<file path="src/rtl/gpf_pkg.sv">
// Package for the GF(2) polynomial fingerprint block.
// Holds the word and column types, the queue item and the shared constants.
// No dependencies.
package gpf_pkg;

	localparam int DEGREE = 64;
	localparam int WORD_W = 64;
	localparam int COL_COUNT = 64;
	localparam int CNT_W = $clog2(COL_COUNT);

	localparam logic [WORD_W-1:0] DEGREE_MASK = {WORD_W{1'b1}} >> (WORD_W - DEGREE);
	localparam int TOP_BIT = DEGREE - 1;
	localparam logic [WORD_W-1:0] RESET_POLY = WORD_W'(27);

	localparam int QDEPTH = 2;
	localparam int QPTR_W = (QDEPTH > 1) ? $clog2(QDEPTH) : 1;
	localparam int QCNT_W = $clog2(QDEPTH + 1);

	typedef logic [WORD_W-1:0] word_t;
	typedef logic [COL_COUNT-1:0][WORD_W-1:0] col_arr_t;

	typedef struct packed {
		word_t data_word;
		logic  first_word;
		logic  last_word;
	} item_t;

endpackage

</file>
<file path="src/rtl/gpf_if.sv">
// Valid/ready channel interfaces for the fingerprint block.
// Depends on gpf_pkg for the word type.
interface gpf_item_if;
	import gpf_pkg::*;
	logic  valid;
	logic  ready;
	word_t data_word;
	logic  first_word;
	logic  last_word;
	modport source(output valid, data_word, first_word, last_word, input ready);
	modport sink(input valid, data_word, first_word, last_word, output ready);
endinterface


</file>
<file path="src/rtl/gpf_front.sv">
// Front end: accepts input transactions and holds them in a short queue.
// Depends on gpf_pkg and the gpf_item_if interface.
module gpf_front (
	input  logic           clk,
	input  logic           arst_n,
	gpf_item_if.sink       items,
	input  logic           busy,
	output logic           q_valid,
	output gpf_pkg::item_t q_item,
	input  logic           q_pop
);
	import gpf_pkg::*;

	item_t             fifo_q [QDEPTH];
	logic [QPTR_W-1:0] wr_ptr_q;
	logic [QPTR_W-1:0] rd_ptr_q;
	logic [QCNT_W-1:0] count_q;
	logic              push;
	item_t             in_item;

	assign items.ready = !busy && (count_q != QCNT_W'(QDEPTH));
	assign push = items.valid && items.ready;
	assign q_valid = (count_q != '0);
	assign q_item = fifo_q[rd_ptr_q];

	always_comb begin
		in_item.data_word  = items.data_word;
		in_item.first_word = items.first_word;
		in_item.last_word  = items.last_word;
	end

	always_ff @(posedge clk) begin
		if (push) begin
			fifo_q[wr_ptr_q] <= in_item;
		end
	end

	always_ff @(posedge clk or negedge arst_n) begin
		if (!arst_n) begin
			wr_ptr_q <= '0;
			rd_ptr_q <= '0;
			count_q  <= '0;
		end else begin
			if (push) begin
				wr_ptr_q <= (wr_ptr_q == QPTR_W'(QDEPTH - 1)) ? '0 : wr_ptr_q + 1'b1;
			end
			if (q_pop) begin
				rd_ptr_q <= (rd_ptr_q == QPTR_W'(QDEPTH - 1)) ? '0 : rd_ptr_q + 1'b1;
			end
			case ({push, q_pop})
				2'b10:   count_q <= count_q + 1'b1;
				2'b01:   count_q <= count_q - 1'b1;
				default: count_q <= count_q;
			endcase
		end
	end

	a_no_overflow: assert property (@(posedge clk) disable iff (!arst_n)
		count_q <= QCNT_W'(QDEPTH) && !(q_pop && count_q == '0))
		else $error("Transaction queue overflowed or underflowed.");

endmodule

</file>
<file path="src/flat_wrapper.sv">
// flat-port wrapper written by rule: the top's interface ports become plain ports
module gpf_front_flat import gpf_pkg::*;
  (clk, arst_n, busy, q_valid, q_item, q_pop, items_valid, items_data_word, items_first_word, items_last_word, items_ready);
  gpf_item_if items_i ();
  input  logic clk;
  input  logic arst_n;
  input  logic busy;
  output logic q_valid;
  output gpf_pkg::item_t q_item;
  input  logic q_pop;
  input wire logic [$bits(items_i.valid)-1:0] items_valid;
  input wire logic [$bits(items_i.data_word)-1:0] items_data_word;
  input wire logic [$bits(items_i.first_word)-1:0] items_first_word;
  input wire logic [$bits(items_i.last_word)-1:0] items_last_word;
  output wire logic [$bits(items_i.ready)-1:0] items_ready;
  assign items_i.valid = items_valid;
  assign items_i.data_word = items_data_word;
  assign items_i.first_word = items_first_word;
  assign items_i.last_word = items_last_word;
  assign items_ready = items_i.ready;
  gpf_front u_core (.clk(clk), .arst_n(arst_n), .items(items_i), .busy(busy), .q_valid(q_valid), .q_item(q_item), .q_pop(q_pop));
endmodule
</file>
<file path="config.mk">
export PLATFORM = sky130hd
export DESIGN_NAME = gpf_front_flat
export DESIGN_NICKNAME = d
export VERILOG_FILES = /design/src/rtl/gpf_pkg.sv /design/src/rtl/gpf_if.sv /design/src/rtl/gpf_front.sv /design/src/flat_wrapper.sv
export SDC_FILE = /design/constraint.sdc
export NUM_CORES = 1
export LEC_CHECK = 0
export ABC_AREA = 1
export ABC_CLOCK_PERIOD_IN_PS = 5300
export BUFFER_PORTS_ARGS = -buffer_cell sky130_fd_sc_hd__buf_2
export CORE_ASPECT_RATIO = 0.7
export CORE_MARGIN = 5
export CORE_UTILIZATION = 51
export CTS_BUF_LIST = sky130_fd_sc_hd__clkbuf_8
export CTS_CLUSTER_DIAMETER = 200
export DETAILED_ROUTE_END_ITERATION = 12
export HOLD_SLACK_MARGIN = 0.03
export PLACE_DENSITY = 0.79
export SYNTH_ARGS = -nofsm -noshare
export SYNTH_HDL_FRONTEND = slang
export SYNTH_SLANG_ARGS = --single-unit
</file>
<file path="constraint.sdc">
create_clock -name clk -period 5.3 [get_ports clk]
set_input_delay 0.795 -clock clk [delete_from_list [all_inputs] [get_ports clk]]
set_output_delay 0.795 -clock clk [all_outputs]
set_load 0.01 [all_outputs]
</file>
# Word-level counts from Yosys, hierarchy flattened
# Memories as Yosys holds them, arrays and structs flattened.
# Cells that the tools add are included.
dict set report word_totals {
  out_inout_bits 68
  in_bits 71
  mem_count 1
  regBits 4
  wordCells 21
  ramBits 132
}
# memory depth word_bits read_ports rd_clocked_by_memory_dff write_ports line
set mem_list {}
lappend mem_list {u_core.fifo_q 2 66 1 0 1 gpf_front.sv:14} ;# item_t fifo_q [QDEPTH];
dict set report op_classes {
  reduce_logical 5
  n_addsub 4
  n_mux 5
  n_eq_ne 3
}
# op n
set op_table {}
lappend op_table {{$mux 1} 4}
lappend op_table {{$pmux 2 s2} 1}
lappend op_table {{$reduce_bool 2->1} 2}
lappend op_table {{$add 1x1->1 const B} 2}
lappend op_table {{$add 2x1->2 const B} 1}
lappend op_table {{$eq 2x1->1 const B} 1}
lappend op_table {{$eq 2x2->1 const B} 1}
lappend op_table {{$logic_and 1x1->1} 2}
lappend op_table {{$ne 2x2->1 const B} 1}
lappend op_table {{$sub 2x1->2 const B} 1}
lappend op_table {{$logic_not 1->1} 1}

# Logic depth before layout (Yosys ltp)
dict set report depth {
  depth_word 5
  ltp_mapped 9
  mapped_depth_nobuf 9
}

# Worst setup path after synthesis
# OpenSTA, ideal clock, no wires.
dict set report synth_path {
  path_kind {input to register}
  start {input port busy}
  end {memory u_core.fifo_q[1][0] in the netlist's numbering (enable)}
  setup_time_ps 490
  cell_stages 3
  n_path_buf 0
  arrival_ps 3732
  path_slack_ps 1077
  path_cell_list {inv_1 -> nand3_1 -> nor2_1}
}
dict set report synth_via {
  elab_chain_len 5
}
# element line
set synth_rtl {}
lappend synth_rtl {{from (decl)} flat_wrapper.sv:7} ;# input logic busy;
lappend synth_rtl {{$logic_not 1->1} gpf_front.sv:21} ;# assign items.ready = !busy && (count_q != QCNT_W'(QDEPTH));
lappend synth_rtl {{$logic_and 1x1->1} gpf_front.sv:21}
lappend synth_rtl {{$logic_and 1x1->1} gpf_front.sv:22} ;# assign push = items.valid && items.ready;
lappend synth_rtl {{$mux 1} gpf_front.sv:33} ;# if (push) begin
lappend synth_rtl {{$mux 1 (implied by the code)} gpf_front.sv:34} ;# fifo_q[wr_ptr_q] <= in_item;
lappend synth_rtl {{to (decl)} gpf_front.sv:14}
# No other way between the ends.

==> impl_metrics.ini <==
[run_status]
run_status = complete, no violations

[critical_path]
reg2regPathDepth = 5
reg2reg_to = u_core.fifo_q[1][59]$_DFFE_PP_
crit_path_top_delay_cell = sky130_fd_sc_hd__dfrtp_4
critical_path_s_largest_stage_delay_ps = 1160
critical_path.cell_chain = o21ai_0 -> buf_2
critical_path.startpoint_type = flip-flop
timing_worst_setup_path_type = flip-flop to output port
end_kind = output port
regToRegSetupSlack_ps = 2790
critPathCapture = q_item[64]
crit_path_start = u_core.rd_ptr_q$_DFFE_PN0P_
crit_arrival_ps = 2150
critical_path.max_fanout = 133
worst-endpoint-required_ps = 4510
r2r-start = u_core.count_q[0]$_DFFE_PN0P_

[grt]
grt_max_degree = 134
first_global_vias = 3064
globalRoute.totalOverflow = 0
grt_use_total = 0.157
antenna_found_initial = 1
grt_pass1_wl_um = 14400

[synthesis]
synthDominantCellAreaShare = 0.772
netlist-cell-type-count = 16
synth_nets = 444
most_used_dff_post_synth = sky130_fd_sc_hd__edfxtp_1
synth.yosys.seq_area_share = 0.792
synth-edff-count = 132
synth-async-reset-ratio = 0.0294
ys_warn_count = 0
post_synth_inst_count = 372
ys_top_cells_by_count = sky130_fd_sc_hd__edfxtp_1, sky130_fd_sc_hd__nand2_1, sky130_fd_sc_hd__inv_1, sky130_fd_sc_hd__o21ai_0
synthesis.area_mm2 = 0.00513
yosys.cell_count.top_type = sky130_fd_sc_hd__edfxtp_1
post-synth-top-area-cell = sky130_fd_sc_hd__edfxtp_1
netlist_top_cells_area = sky130_fd_sc_hd__edfxtp_1, sky130_fd_sc_hd__o21ai_0, sky130_fd_sc_hd__nand2_1
syn_area_per_cell_um2 = 13.8
synth.ff_latch_count = 136

[clock_tree]
cts.reportedPaths.clkPinSlew_ps = 80
cts.hold.buffers_added = 0
post_cts_repair_resize_count = 0
cts.sink_count = 136
cts.root.buffer_cell = sky130_fd_sc_hd__clkbuf_8
cts_tree = done
cts_max_level = 4
cts_buffer_depth = 2
post_cts_buffers = 0
insertion_delay_of_the_later_clocked_pin_in_the_worst_skew_pair_ps = 420
cts_buffers = 17

[place]
gp_congestion = 0.798
place.detailed.hpwl_um = 6280
detailed_place.area_mm2 = 0.00588
port_buffers = 138

[layout]
multi_input_comb_area_um2 = 677
num-fill-cells = 728
finish.instance_area_mm2 = 0.00632
sequential_cell_area_mm2 = 0.00407
flow.area_growth_from_synthesis_pct = 23.1
final_layout_size_suffix_gt1_frac = 0.326
final_util = 0.647
num-nets-final = 589
diodes = 0

[timing]
period_share = 0.556
grt_setup_unrepaired = no
timing.final.crit_period_ps = 2950
report.final.slew_viol_count = 0
hold_viol_final = 0
fin_tns_setup_ps = 0
relSlewSlack = 0.214
maxClockFrequency_mhz = 339
timing_worst_slew_pin_value_ps = 1180
setup_viol = 0
fin_skew_ps = 13.6

[die]
chipWidth_um = 130
num_io_pins = 139
start_util = 0.526
rows = 30
core_area_mm2 = 0.00976
die_y_um = 93.9
design.die.area_mm2 = 0.0122

[pwr]
vdd_ir_drop_max_uv = 349
power_uw = 3110
p_per_area_mw_per_mm2 = 493
total_leakage_power_uw = 0.00270

[routing]
route.detailed.wl_per_inst_um = 14.1
detailedRoute.firstPassIterationCount = 5
number_of_routed_nets_with_antenna_violations = 0
route.vias.total = 3114
route.detailed.vias_per_inst = 4.73
initialDrtViolationCount = 183
drcViolationCount = 0
drt_wl_total_um = 9290

[worst_hold_path]
hp-class = primary input to asynchronous set/reset pin

[run]
max-cap-violations = 0
[routing by layer]
layer | vias to the layer above | track usage | wire, µm
met5 | - | 0 | 13
met4 | 2 | 0.0545 | 86
met3 | 11 | 0.0682 | 869
met2 | 122 | 0.252 | 4360
met1 | 1435 | 0.192 | 3950
li1 | 1544 | - | -
[stage by stage]
| step | worst slack, ps | instances | hold slack, ps |
|---|---|---|---|
| 2_1_floorplan | 1080 | 372 | 442 |
| 3_3_place_gp | 2370 | 626 | 466 |
| 3_5_place_dp | 2270 | 626 | 471 |
| 4_1_cts | 2340 | 658 | 133 |
| 5_1_grt | 2100 | 658 | 120 |
| 6_report | 2350 | 658 | 164 |
[worst min-delay path by stage]
stage | end | slack, ps
after floorplan | u_core.wr_ptr_q$_DFFE_PN0P_ | 440
after global placement | u_core.wr_ptr_q$_DFFE_PN0P_ | 470
after detailed placement | u_core.wr_ptr_q$_DFFE_PN0P_ | 470
after CTS | u_core.count_q[1]$_DFFE_PN0P_ | 130
after global routing | u_core.count_q[1]$_DFFE_PN0P_ | 120
final | u_core.count_q[1]$_DFFE_PN0P_ | 160
[report_power, final]
part | switching (µW) | total (µW) | internal (µW)
clock network | 391 | 906 | 515
logic | 433 | 712 | 279
registers | 158 | 1490 | 1340
[critical path: cells and delay by family, from the launching register on]
kind,cells,cell delay [ps]
buffers and inverters,1,220
AOI/OAI and AO/OA,1,320
DFF,1,1160
[logic make-up (layout without fill, tap and decap cells)]
family	after synthesis	count (layout)	synth area share
AO/OA/AOI/OAI	67	67	0.0653
buffers and inverters	87	245	0.0775
AND/OR/NAND/NOR	79	79	0.0593
adder cells (fa/ha/maj)	1	1	0.00244
flip-flops	136	136	0.792
XOR/XNOR	2	2	0.00341
[cells in the final DEF, fill, tap and decap left out]
cell type                      n
sky130_fd_sc_hd__edfxtp_1    132
sky130_fd_sc_hd__nand2_1      74
sky130_fd_sc_hd__nand4_1       2
sky130_fd_sc_hd__buf_2       138
sky130_fd_sc_hd__nand3_1       2
sky130_fd_sc_hd__buf_4         2
sky130_fd_sc_hd__inv_1        72
sky130_fd_sc_hd__clkinv_1      2
sky130_fd_sc_hd__xnor2_1       1
sky130_fd_sc_hd__inv_6         4
sky130_fd_sc_hd__nor2_4        1
sky130_fd_sc_hd__inv_2         1
sky130_fd_sc_hd__dfrtp_4       1
sky130_fd_sc_hd__bufinv_16     4
sky130_fd_sc_hd__clkinvlp_4    3
sky130_fd_sc_hd__ha_1          1
sky130_fd_sc_hd__clkinv_4      1
sky130_fd_sc_hd__o21ai_0      66
sky130_fd_sc_hd__clkinv_2      1
sky130_fd_sc_hd__xor2_1        1
sky130_fd_sc_hd__clkbuf_8     17
sky130_fd_sc_hd__dfrtp_1       3
sky130_fd_sc_hd__a21oi_1       1
[state kept, by name, indices dropped and copies added (netlist names)]
register and count:
u_core.rd_ptr_q 1, u_core.fifo_q 132, u_core.wr_ptr_q 1, u_core.count_q 2
[area by class of cell]
cell class,instances,area share
Tap cell,128,0.0254
Sequential cell,136,0.644
Multi-Input combinational cell,149,0.107
Clock buffer,17,0.0370
Inverter,73,0.0434
Clock inverter,15,0.0315
Timing Repair Buffer,140,0.112
(Power assumes the default switching activity.)
